--- src/design/piecewise_fuzzy_hash_stream_macros.svh ---
// ----------------------------------------------------------------------------
// Piecewise fuzzy hash stream - assertion macros
// Concurrent assertion wrappers. They expand to nothing in synthesis.
// ----------------------------------------------------------------------------
`ifndef PIECEWISE_FUZZY_HASH_STREAM_MACROS_SVH
`define PIECEWISE_FUZZY_HASH_STREAM_MACROS_SVH
`ifndef SYNTHESIS
// Check a property at every rising clock edge outside reset.
`define PFH_ASSERT(lbl, clk, rst_n, prop, msg) \
    lbl: assert property (@(posedge clk) disable iff (!rst_n) (prop)) else $error(msg);
// Check that a condition in one cycle is followed by another in the next.
`define PFH_ASSERT_NEXT(lbl, clk, rst_n, ante, cons, msg) \
    lbl: assert property (@(posedge clk) disable iff (!rst_n) (ante) |=> (cons)) \
        else $error(msg);
`else
`define PFH_ASSERT(lbl, clk, rst_n, prop, msg)
`define PFH_ASSERT_NEXT(lbl, clk, rst_n, ante, cons, msg)
`endif
`endif

--- src/design/pfh_pkg.sv ---
// ----------------------------------------------------------------------------
// Piecewise fuzzy hash stream - package
// Shared constants, request and result types.
// ----------------------------------------------------------------------------
package pfh_pkg;

    localparam int WIN_LEN   = 7;          // rolling hash window in bytes
    localparam int Z_SHIFT   = 5;
    localparam int EXP_W     = 5;          // block exponent width
    localparam logic [31:0] FNV_BASIS = 32'd2166136261;
    localparam logic [31:0] FNV_MULT  = 32'd16777619;

    // Classified request queue between front and back
    localparam int Q_DEPTH   = 4;
    localparam int Q_PTR_W   = $clog2(Q_DEPTH);
    localparam int Q_CNT_W   = $clog2(Q_DEPTH + 1);
    localparam int CR_W      = Q_CNT_W + 1;

    // Result buffer in the back end
    localparam int RES_DEPTH = 4;
    localparam int RES_PTR_W = $clog2(RES_DEPTH);
    localparam int RES_CNT_W = $clog2(RES_DEPTH + 1);

    localparam logic PART_FINE   = 1'b0;
    localparam logic PART_COARSE = 1'b1;

    typedef struct packed {
        logic [7:0] byte_value;
        logic       last_byte;
    } t_in_item;

    typedef struct packed {
        logic       which_part;
        logic [5:0] sextet;
        logic       from_flush;
        logic       run_end;
    } t_out_item;

    // A classified request: byte, end of file mark and the two trigger flags
    typedef struct packed {
        logic [7:0] byte_value;
        logic       last_byte;
        logic       fine_trig;
        logic       coarse_trig;
    } t_cls;

endpackage

--- src/design/pfh_front.sv ---
// ----------------------------------------------------------------------------
// Piecewise fuzzy hash stream - front end
// Accepts bytes, updates the rolling hash and classifies each byte against
// the fine and coarse block sizes.
// ----------------------------------------------------------------------------
module pfh_front (
    input  logic                        i_clk,
    input  logic                        i_rst_n,
    input  logic                        i_in_valid,
    output logic                        o_in_ready,
    input  pfh_pkg::t_in_item           i_in_item,
    input  logic [pfh_pkg::EXP_W-1:0]   i_block_exp,
    input  logic [pfh_pkg::Q_CNT_W-1:0] i_q_count,
    output logic                        o_push,
    output pfh_pkg::t_cls               o_cls
);
    import pfh_pkg::*;

    // Residue mod 3: 256 and 4 are both 1 mod 3, so fold bytes then digits.
    function automatic logic [1:0] f_mod3(input logic [31:0] v);
        logic [9:0] s;
        logic [3:0] t;
        logic [2:0] u;
        logic [2:0] r;
        s = 10'(v[7:0]) + 10'(v[15:8]) + 10'(v[23:16]) + 10'(v[31:24]);
        t = 4'(s[1:0]) + 4'(s[3:2]) + 4'(s[5:4]) + 4'(s[7:6]) + 4'(s[9:8]);
        u = 3'(t[1:0]) + 3'(t[3:2]);
        if (u >= 3'd6) begin
            r = u - 3'd6;
        end else if (u >= 3'd3) begin
            r = u - 3'd3;
        end else begin
            r = u;
        end
        return r[1:0];
    endfunction

    logic [31:0] r_sum_x, r_wsum_y, r_shift_z;
    logic [7:0]  r_win [WIN_LEN];

    logic        r_s1_valid;
    logic [31:0] r_s1_x, r_s1_y, r_s1_z;
    logic [7:0]  r_s1_byte;
    logic        r_s1_last;

    logic        r_s2_valid;
    logic [31:0] r_s2_h;
    logic [7:0]  r_s2_byte;
    logic        r_s2_last;

    logic        accept;
    logic [CR_W-1:0] credit;
    logic [31:0] n_sum_x, n_wsum_y, n_shift_z;
    logic [7:0]  b;
    logic [5:0]  sh_c;
    logic [31:0] mask_f, mask_c;

    // Count queued and in-flight requests so the pipeline never stalls
    assign credit = CR_W'(i_q_count) + CR_W'(r_s1_valid) + CR_W'(r_s2_valid);
    assign o_in_ready = credit < CR_W'(Q_DEPTH);
    assign accept = i_in_valid && o_in_ready;
    assign b = i_in_item.byte_value;

    assign n_sum_x   = r_sum_x + 32'(b) - 32'(r_win[WIN_LEN-1]);
    assign n_wsum_y  = r_wsum_y - r_sum_x + 32'(b) * 32'(WIN_LEN);
    assign n_shift_z = (r_shift_z << Z_SHIFT) ^ 32'(b);

    always_ff @(posedge i_clk) begin
        if (!i_rst_n || (accept && i_in_item.last_byte)) begin
            r_sum_x   <= '0;
            r_wsum_y  <= '0;
            r_shift_z <= '0;
            for (int i = 0; i < WIN_LEN; i++) begin
                r_win[i] <= '0;
            end
        end else if (accept) begin
            r_sum_x   <= n_sum_x;
            r_wsum_y  <= n_wsum_y;
            r_shift_z <= n_shift_z;
            r_win[0]  <= b;
            for (int i = 1; i < WIN_LEN; i++) begin
                r_win[i] <= r_win[i-1];
            end
        end
    end

    always_ff @(posedge i_clk) begin
        if (!i_rst_n) begin
            r_s1_valid <= 1'b0;
            r_s2_valid <= 1'b0;
        end else begin
            r_s1_valid <= accept;
            r_s2_valid <= r_s1_valid;
        end
    end

    always_ff @(posedge i_clk) begin
        if (accept) begin
            r_s1_x    <= n_sum_x;
            r_s1_y    <= n_wsum_y;
            r_s1_z    <= n_shift_z;
            r_s1_byte <= b;
            r_s1_last <= i_in_item.last_byte;
        end
        r_s2_h    <= r_s1_x + r_s1_y + r_s1_z;
        r_s2_byte <= r_s1_byte;
        r_s2_last <= r_s1_last;
    end

    // h mod (3 << k) == (3 << k) - 1 holds when the low k bits are all ones
    // and (h >> k) mod 3 == 2; the coarse test uses k + 1.
    assign sh_c   = 6'(i_block_exp) + 6'd1;
    assign mask_f = 32'((33'd1 << i_block_exp) - 33'd1);
    assign mask_c = 32'((33'd1 << sh_c) - 33'd1);

    always_comb begin
        o_cls.byte_value  = r_s2_byte;
        o_cls.last_byte   = r_s2_last;
        o_cls.fine_trig   = ((r_s2_h & mask_f) == mask_f)
                            && (f_mod3(r_s2_h >> i_block_exp) == 2'd2);
        o_cls.coarse_trig = ((r_s2_h & mask_c) == mask_c)
                            && (f_mod3(r_s2_h >> sh_c) == 2'd2);
    end

    assign o_push = r_s2_valid;

endmodule

--- src/design/pfh_queue.sv ---
// ----------------------------------------------------------------------------
// Piecewise fuzzy hash stream - request queue
// Short queue of classified requests between front and back.
// ----------------------------------------------------------------------------
`include "piecewise_fuzzy_hash_stream_macros.svh"
module pfh_queue (
    input  logic                        i_clk,
    input  logic                        i_rst_n,
    input  logic                        i_push,
    input  pfh_pkg::t_cls               i_data,
    input  logic                        i_pop,
    output pfh_pkg::t_cls               o_data,
    output logic [pfh_pkg::Q_CNT_W-1:0] o_count
);
    import pfh_pkg::*;

    t_cls               r_mem [Q_DEPTH];
    logic [Q_PTR_W-1:0] r_wr, r_rd;
    logic [Q_CNT_W-1:0] r_count;

    always_ff @(posedge i_clk) begin
        if (!i_rst_n) begin
            r_wr    <= '0;
            r_rd    <= '0;
            r_count <= '0;
        end else begin
            if (i_push) begin
                r_wr <= r_wr + 1'b1;
            end
            if (i_pop) begin
                r_rd <= r_rd + 1'b1;
            end
            r_count <= r_count + Q_CNT_W'(i_push) - Q_CNT_W'(i_pop);
        end
    end

    always_ff @(posedge i_clk) begin
        if (i_push) begin
            r_mem[r_wr] <= i_data;
        end
    end

    assign o_data  = r_mem[r_rd];
    assign o_count = r_count;

    `PFH_ASSERT(a_no_overflow, i_clk, i_rst_n, !i_push || (r_count < Q_CNT_W'(Q_DEPTH)), "queue overflow")
    `PFH_ASSERT(a_no_underflow, i_clk, i_rst_n, !i_pop || (r_count != '0), "queue underflow")

endmodule

--- src/design/pfh_back.sv ---
// ----------------------------------------------------------------------------
// Piecewise fuzzy hash stream - back end
// Runs the two FNV accumulators, forms fine and coarse results and buffers
// them for the output channel.
// ----------------------------------------------------------------------------
`include "piecewise_fuzzy_hash_stream_macros.svh"
module pfh_back (
    input  logic                        i_clk,
    input  logic                        i_rst_n,
    input  pfh_pkg::t_cls               i_cls,
    input  logic [pfh_pkg::Q_CNT_W-1:0] i_q_count,
    output logic                        o_pop,
    output logic                        o_out_valid,
    input  logic                        i_out_ready,
    output pfh_pkg::t_out_item          o_out_item
);
    import pfh_pkg::*;

    logic [31:0]          r_fnv_fine, r_fnv_coarse;
    t_out_item            r_res [RES_DEPTH];
    logic [RES_PTR_W-1:0] r_wr, r_rd;
    logic [RES_CNT_W-1:0] r_res_cnt;

    logic [31:0] fnv_f, fnv_c;
    logic        has_f, has_c, both, out_take;
    logic [1:0]  n_push;
    t_out_item   res0, res1;

    // Take a request only when the buffer has room for two results
    assign o_pop = (i_q_count != '0) && (r_res_cnt <= RES_CNT_W'(RES_DEPTH - 2));

    assign fnv_f = (r_fnv_fine * FNV_MULT) ^ 32'(i_cls.byte_value);
    assign fnv_c = (r_fnv_coarse * FNV_MULT) ^ 32'(i_cls.byte_value);

    // A part gives a result on its trigger, or on end of file when not just
    // triggered (the accumulator has taken this byte at least).
    assign has_f = i_cls.fine_trig || i_cls.last_byte;
    assign has_c = i_cls.coarse_trig || i_cls.last_byte;
    assign both  = has_f && has_c;
    assign n_push = o_pop ? (2'(has_f) + 2'(has_c)) : 2'd0;

    always_comb begin
        res0.which_part = has_f ? PART_FINE : PART_COARSE;
        res0.sextet     = has_f ? fnv_f[5:0] : fnv_c[5:0];
        res0.from_flush = has_f ? !i_cls.fine_trig : !i_cls.coarse_trig;
        res0.run_end    = !both;
        res1.which_part = PART_COARSE;
        res1.sextet     = fnv_c[5:0];
        res1.from_flush = !i_cls.coarse_trig;
        res1.run_end    = 1'b1;
    end

    assign out_take = o_out_valid && i_out_ready;

    always_ff @(posedge i_clk) begin
        if (!i_rst_n) begin
            r_fnv_fine   <= FNV_BASIS;
            r_fnv_coarse <= FNV_BASIS;
            r_wr         <= '0;
            r_rd         <= '0;
            r_res_cnt    <= '0;
        end else begin
            if (o_pop) begin
                r_fnv_fine   <= has_f ? FNV_BASIS : fnv_f;
                r_fnv_coarse <= has_c ? FNV_BASIS : fnv_c;
            end
            r_wr      <= r_wr + RES_PTR_W'(n_push);
            if (out_take) begin
                r_rd <= r_rd + 1'b1;
            end
            r_res_cnt <= r_res_cnt + RES_CNT_W'(n_push) - RES_CNT_W'(out_take);
        end
    end

    always_ff @(posedge i_clk) begin
        if (n_push != 2'd0) begin
            r_res[r_wr] <= res0;
        end
        if (n_push == 2'd2) begin
            r_res[r_wr + 1'b1] <= res1;
        end
    end

    assign o_out_valid = r_res_cnt != '0;
    assign o_out_item  = r_res[r_rd];

    `PFH_ASSERT(a_res_bound, i_clk, i_rst_n, r_res_cnt <= RES_CNT_W'(RES_DEPTH), "result buffer overrun")
    `PFH_ASSERT_NEXT(a_eof_clear, i_clk, i_rst_n, o_pop && i_cls.last_byte, (r_fnv_fine == FNV_BASIS) && (r_fnv_coarse == FNV_BASIS), "accumulators not cleared at end of file")

endmodule

--- src/design/piecewise_fuzzy_hash_stream.sv ---
// ----------------------------------------------------------------------------
// Piecewise fuzzy hash stream - top level
// Context-triggered piecewise hashing of a byte stream into fine and coarse
// base64 sextets.
// ----------------------------------------------------------------------------
// Path: front stages s1 and s2, then the request queue, then the result buffer.
// Throughput: one byte per cycle while o_in_ready is high; each result holds the
//   output for one cycle, so a byte with two results can back up the queue and drop ready.
// The four-entry request queue and four-entry result buffer set the stall slack.
// Reset: synchronous, active low; clears sums, window, accumulators, queues and
//   the block exponent (to zero) directly, with no clearing pass.
module piecewise_fuzzy_hash_stream (
    input  logic                      i_clk,
    input  logic                      i_rst_n,
    // byte requests
    input  logic                      i_in_valid,
    output logic                      o_in_ready,
    input  pfh_pkg::t_in_item         i_in_item,
    // result requests
    output logic                      o_out_valid,
    input  logic                      i_out_ready,
    output pfh_pkg::t_out_item        o_out_item,
    // block exponent register
    input  logic                      i_cfg_we,
    input  logic [pfh_pkg::EXP_W-1:0] i_cfg_data
);
    import pfh_pkg::*;

    logic [EXP_W-1:0]   r_block_exp;
    logic               push, pop;
    t_cls               push_cls, head_cls;
    logic [Q_CNT_W-1:0] q_count;

    // Hold the block exponent; the fine block size is 3 << r_block_exp. The
    // end-of-file clear leaves it alone.
    always_ff @(posedge i_clk) begin
        if (!i_rst_n) begin
            r_block_exp <= '0;
        end else if (i_cfg_we) begin
            r_block_exp <= i_cfg_data;
        end
    end

    // Front: accept, roll the hash, classify against both block sizes.
    // Ready follows the queue credit, so the front pipeline never stalls.
    pfh_front u_front (
        .i_clk       (i_clk),
        .i_rst_n     (i_rst_n),
        .i_in_valid  (i_in_valid),
        .o_in_ready  (o_in_ready),
        .i_in_item   (i_in_item),
        .i_block_exp (r_block_exp),
        .i_q_count   (q_count),
        .o_push      (push),
        .o_cls       (push_cls)
    );

    // Decouple the front from the back so either side may stall
    pfh_queue u_queue (
        .i_clk   (i_clk),
        .i_rst_n (i_rst_n),
        .i_push  (push),
        .i_data  (push_cls),
        .i_pop   (pop),
        .o_data  (head_cls),
        .o_count (q_count)
    );

    // Back: advance the FNV accumulators, emit triggered and flushed sextets,
    // fine part before coarse part.
    pfh_back u_back (
        .i_clk       (i_clk),
        .i_rst_n     (i_rst_n),
        .i_cls       (head_cls),
        .i_q_count   (q_count),
        .o_pop       (pop),
        .o_out_valid (o_out_valid),
        .i_out_ready (i_out_ready),
        .o_out_item  (o_out_item)
    );

endmodule
--- config.mk ---
export PLATFORM = sky130hd
export DESIGN_NAME = piecewise_fuzzy_hash_stream
export DESIGN_NICKNAME = d
export VERILOG_FILES = /design/src/design/pfh_pkg.sv /design/src/design/pfh_front.sv /design/src/design/pfh_queue.sv /design/src/design/pfh_back.sv /design/src/design/piecewise_fuzzy_hash_stream.sv
export VERILOG_INCLUDE_DIRS = /design/src /design/src/design
export SDC_FILE = /design/constraint.sdc
export NUM_CORES = 1
export LEC_CHECK = 0
export BUFFER_PORTS_ARGS = -buffer_cell sky130_fd_sc_hd__buf_2
export CORE_UTILIZATION = 65
export CTS_BUF_LIST = sky130_fd_sc_hd__clkbuf_4 sky130_fd_sc_hd__clkbuf_8
export DETAILED_ROUTE_END_ITERATION = 12
export PLACE_DENSITY = 0.82
export SLEW_MARGIN = 20
export SYNTH_ARGS = -nofsm -noshare
export SYNTH_HDL_FRONTEND = slang
export SYNTH_SLANG_ARGS = --single-unit
--- constraint.sdc ---
create_clock -name i_clk -period 29.9 [get_ports i_clk]
set_input_delay 2.99 -clock i_clk [delete_from_list [all_inputs] [get_ports i_clk]]
set_output_delay 2.99 -clock i_clk [all_outputs]
set_load 0.1 [all_outputs]
==> results.md <==
* HPWL reported at the end of detailed placement at 46100 um
* Die X-Extent at 202 um
* Worst path max stage delay at 900 ps
* Vias at 19700
* Initial antenna violation count at 0
* Asr flop ratio synth at 0
* Final wirelength at 63500 um
* Cells after synthesis at 2562
* First-pass GRT wire length at 103000 um
* CP Max Fanout at 43
* Routed Antenna Nets at 0
* Layout cell share with drive strength beyond 1 at 0.0896
* CP max stage cell: dfxtp_2
* Critical path endpoint category: flop
* Yosys reg bits at 393
* Sequential cell area at 10100 um^2
* Root Driver: clkbuf_8
* CP required at 30390 ps
* CTS tree: built
* Area occupied by multi-input gates at 14600 um^2
* Arrival time at the worst endpoint at 11130 ps
* Final hold slack at 343 ps
* Utilization after layout at 0.714
* Core region area at 39000 um^2
* Hold Crit Class: reg -> reg
* Die Y-Extent at 202 um
* Yosys warnings at 0
* Setup TNS at 0 ps
* Max clock buf depth at 3
* Fin. Hold Viols at 0
* Final Non-Filler Cells at 3132
* Max Slew Vio Count at 0
* Post-synth EDFFs at 218
* Resize count post-CTS at 0
* Critical Path Source Type: flop
* Worst slew margin at 0.322
* Max Freq at 94.0 MHz
* GRT Total Usage at 0.317
* Grt total ovfl at 0
* CP dominant cell by count: inv_1
* Inst Count DP at 3015
* # IOs at 30
* Slew @ Worst Pin at 1020 ps
* Residual DRC count at 0
* Run status: completed
* Synth-to-layout area growth at 7.17%
* Mean post-synth cell area at 10.1 um^2
* Yosys cell types at 87
* CP top delay family: adder cells
* Buf/Inv on CP at 12
* Nets at 2874
* Clk pin slew, worst setup/hold paths at 70 ps
* Synth Cell Area at 26000 um^2
* Post-synth top flop: edfxtp_1
* Hold_buf cts at 0
* DRT Pass-1 Iters at 6
* Sequential area share after synthesis at 0.387
* Row count at 72
* TritonCTS Buffers at 61
* H-Tree Depth at 2
* GP Congestion at 1.01
* Clk sink count at 393
* Initial cell density of the core at 0.666
* Skew final at 61.5 ps
* Setup bufs post-CTS at 0
* Final setup violation count at 0
* Largest net degree at the start of global routing at 84
* Vias in the first global route at 19900
* Worst-skew pair later-pin latency at 670 ps
* Number of fill cells at 2803
* Syn Nets at 2876
* Via/cell ratio at 6.29
* Die area at 40800 um^2
* RSZ-0062 raised after global routing: false
* Kind of critical path: reg -> reg
* Port-buffer cells at 29
* Fin crit period at 10640 ps
* MaxCap Viol Count at 0
* 1st-iter DRT viols at 1550
* Period utilisation layout at 0.356
* Routed len/inst at 20.3 um
per-stage QoR:
step	instance area, um^2	setup WS, ps
2_1_floorplan	26000	20480
3_3_place_gp	26500	19690
3_5_place_dp	26500	19450
4_1_cts	27800	19410
5_1_grt	27800	18400
6_report	27800	19260
path summary, 6_finish.rpt:
check / cells after the start / endpoint / startpoint / slack, ps
worst min register to register: 0 / u_front.r_s2_last$_DFF_P_ / u_front.r_s1_last$_DFFE_PP_ / 340
worst max register to register: 44 / u_queue.r_mem[1][0]$_DFFE_PP_ / r_block_exp[1]$_SDFFE_PN0P_ / 19260
worst max-delay path: 44 / u_queue.r_mem[1][0]$_DFFE_PP_ / r_block_exp[1]$_SDFFE_PN0P_ / 19260
worst min-delay path: 0 / u_front.r_s2_last$_DFF_P_ / u_front.r_s1_last$_DFFE_PP_ / 340
metal layers:
| layer | global-route usage | wire length (um) | part of all wire |
|---|---|---|---|
| met1 | 0.422 | 26700 | 0.42 |
| met2 | 0.524 | 29900 | 0.47 |
| met3 | 0.0458 | 4770 | 0.075 |
| met4 | 0.123 | 2230 | 0.035 |
| met5 | 0 | 0 | 0 |
final cells by class:
type | instances | area share
Clock inverter | 33 | 0.0109
Inverter | 232 | 0.0313
Clock buffer | 83 | 0.0377
Antenna cell | 1 | 0.0000899
Sequential cell | 393 | 0.361
Tap cell | 518 | 0.0233
Multi-Input combinational cell | 1824 | 0.525
Timing Repair Buffer | 48 | 0.0103
cells in the final DEF (no fill, tap or decap), types with 29 or more instances in the layout:
master	n
dfxtp_1	173
o22ai_1	44
mux2i_1	34
nand3_1	29
a21oi_1	164
buf_2	29
a22o_1	56
edfxtp_1	218
nor2b_1	37
mux4_2	33
a21o_1	73
clkbuf_8	68
ha_1	194
and2_1	81
nand2_1	188
xor2_1	54
inv_1	228
nand2b_1	34
nor2_1	141
fa_1	101
xnor2_1	107
o21ai_0	126
Yosys cell counts, types with 8 or more instances:
master,count,area share
inv_1,228,0.033
edfxtp_1,218,0.25
ha_1,194,0.093
nand2_1,188,0.027
dfxtp_1,175,0.13
a21oi_1,164,0.032
nor2_1,142,0.021
o21ai_0,126,0.024
xnor2_1,107,0.036
fa_1,101,0.078
and2_1,82,0.020
clkbuf_1,81,0.012
a21o_1,73,0.021
a22o_1,56,0.019
xor2_1,54,0.018
o22ai_1,44,0.011
nor2b_1,38,0.0092
mux2i_1,34,0.013
nand2b_1,34,0.0082
mux4_2,33,0.029
nand3_1,29,0.0056
o21bai_1,28,0.0081
nor3_1,25,0.0048
a211oi_1,24,0.0069
a31oi_1,23,0.0055
o21a_1,20,0.0058
buf_1,17,0.0025
nand4_1,15,0.0036
buf_2,13,0.0025
nor4_1,13,0.0031
or2_2,12,0.0029
or3_1,12,0.0029
o211ai_1,10,0.0029
o31ai_1,10,0.0029
and3_1,9,0.0022
o2111ai_1,9,0.0030
mux2_2,8,0.0035
registers in the layout (all words and copies together) (netlist names), 27 cells and up, named ones only:
signal,flops
u_queue.r_mem,36
u_front.r_s2_h,32
u_front.r_s1_z,27
u_front.r_sum_x,32
u_front.r_wsum_y,32
u_back.r_res,36
u_front.r_win,56
u_front.r_s1_y,32
u_front.r_shift_z,27
u_front.r_s1_x,32
worst reg2reg max path, delay by kind of cell, from the launching register on:
kind	cells	cell delay [ps]
AO/OA/AOI/OAI	10	1660
XOR/XNOR	1	110
adder cells (fa/ha/maj)	12	4090
buffers and inverters	12	1200
flip-flops	1	900
multiplexers	2	500
AND/OR/NAND/NOR	7	1990
cell families (layout without fill, tap and decap cells):
kind of cell    after synthesis  in the layout  share of synthesized area
fa+ha+maj                   295            295                      0.171
other cells                   0              1                          0
compound gates              668            668                      0.172
flops                       393            393                      0.387
buf+inv                     345            396                     0.0508
xor+xnor                    162            162                     0.0549
simple gates                624            624                      0.119
mux                          75             75                     0.0452
Power is left out: the tool's default activity adds up to more than one toggle a clock period on the data nets, which glitch-free logic cannot reach.
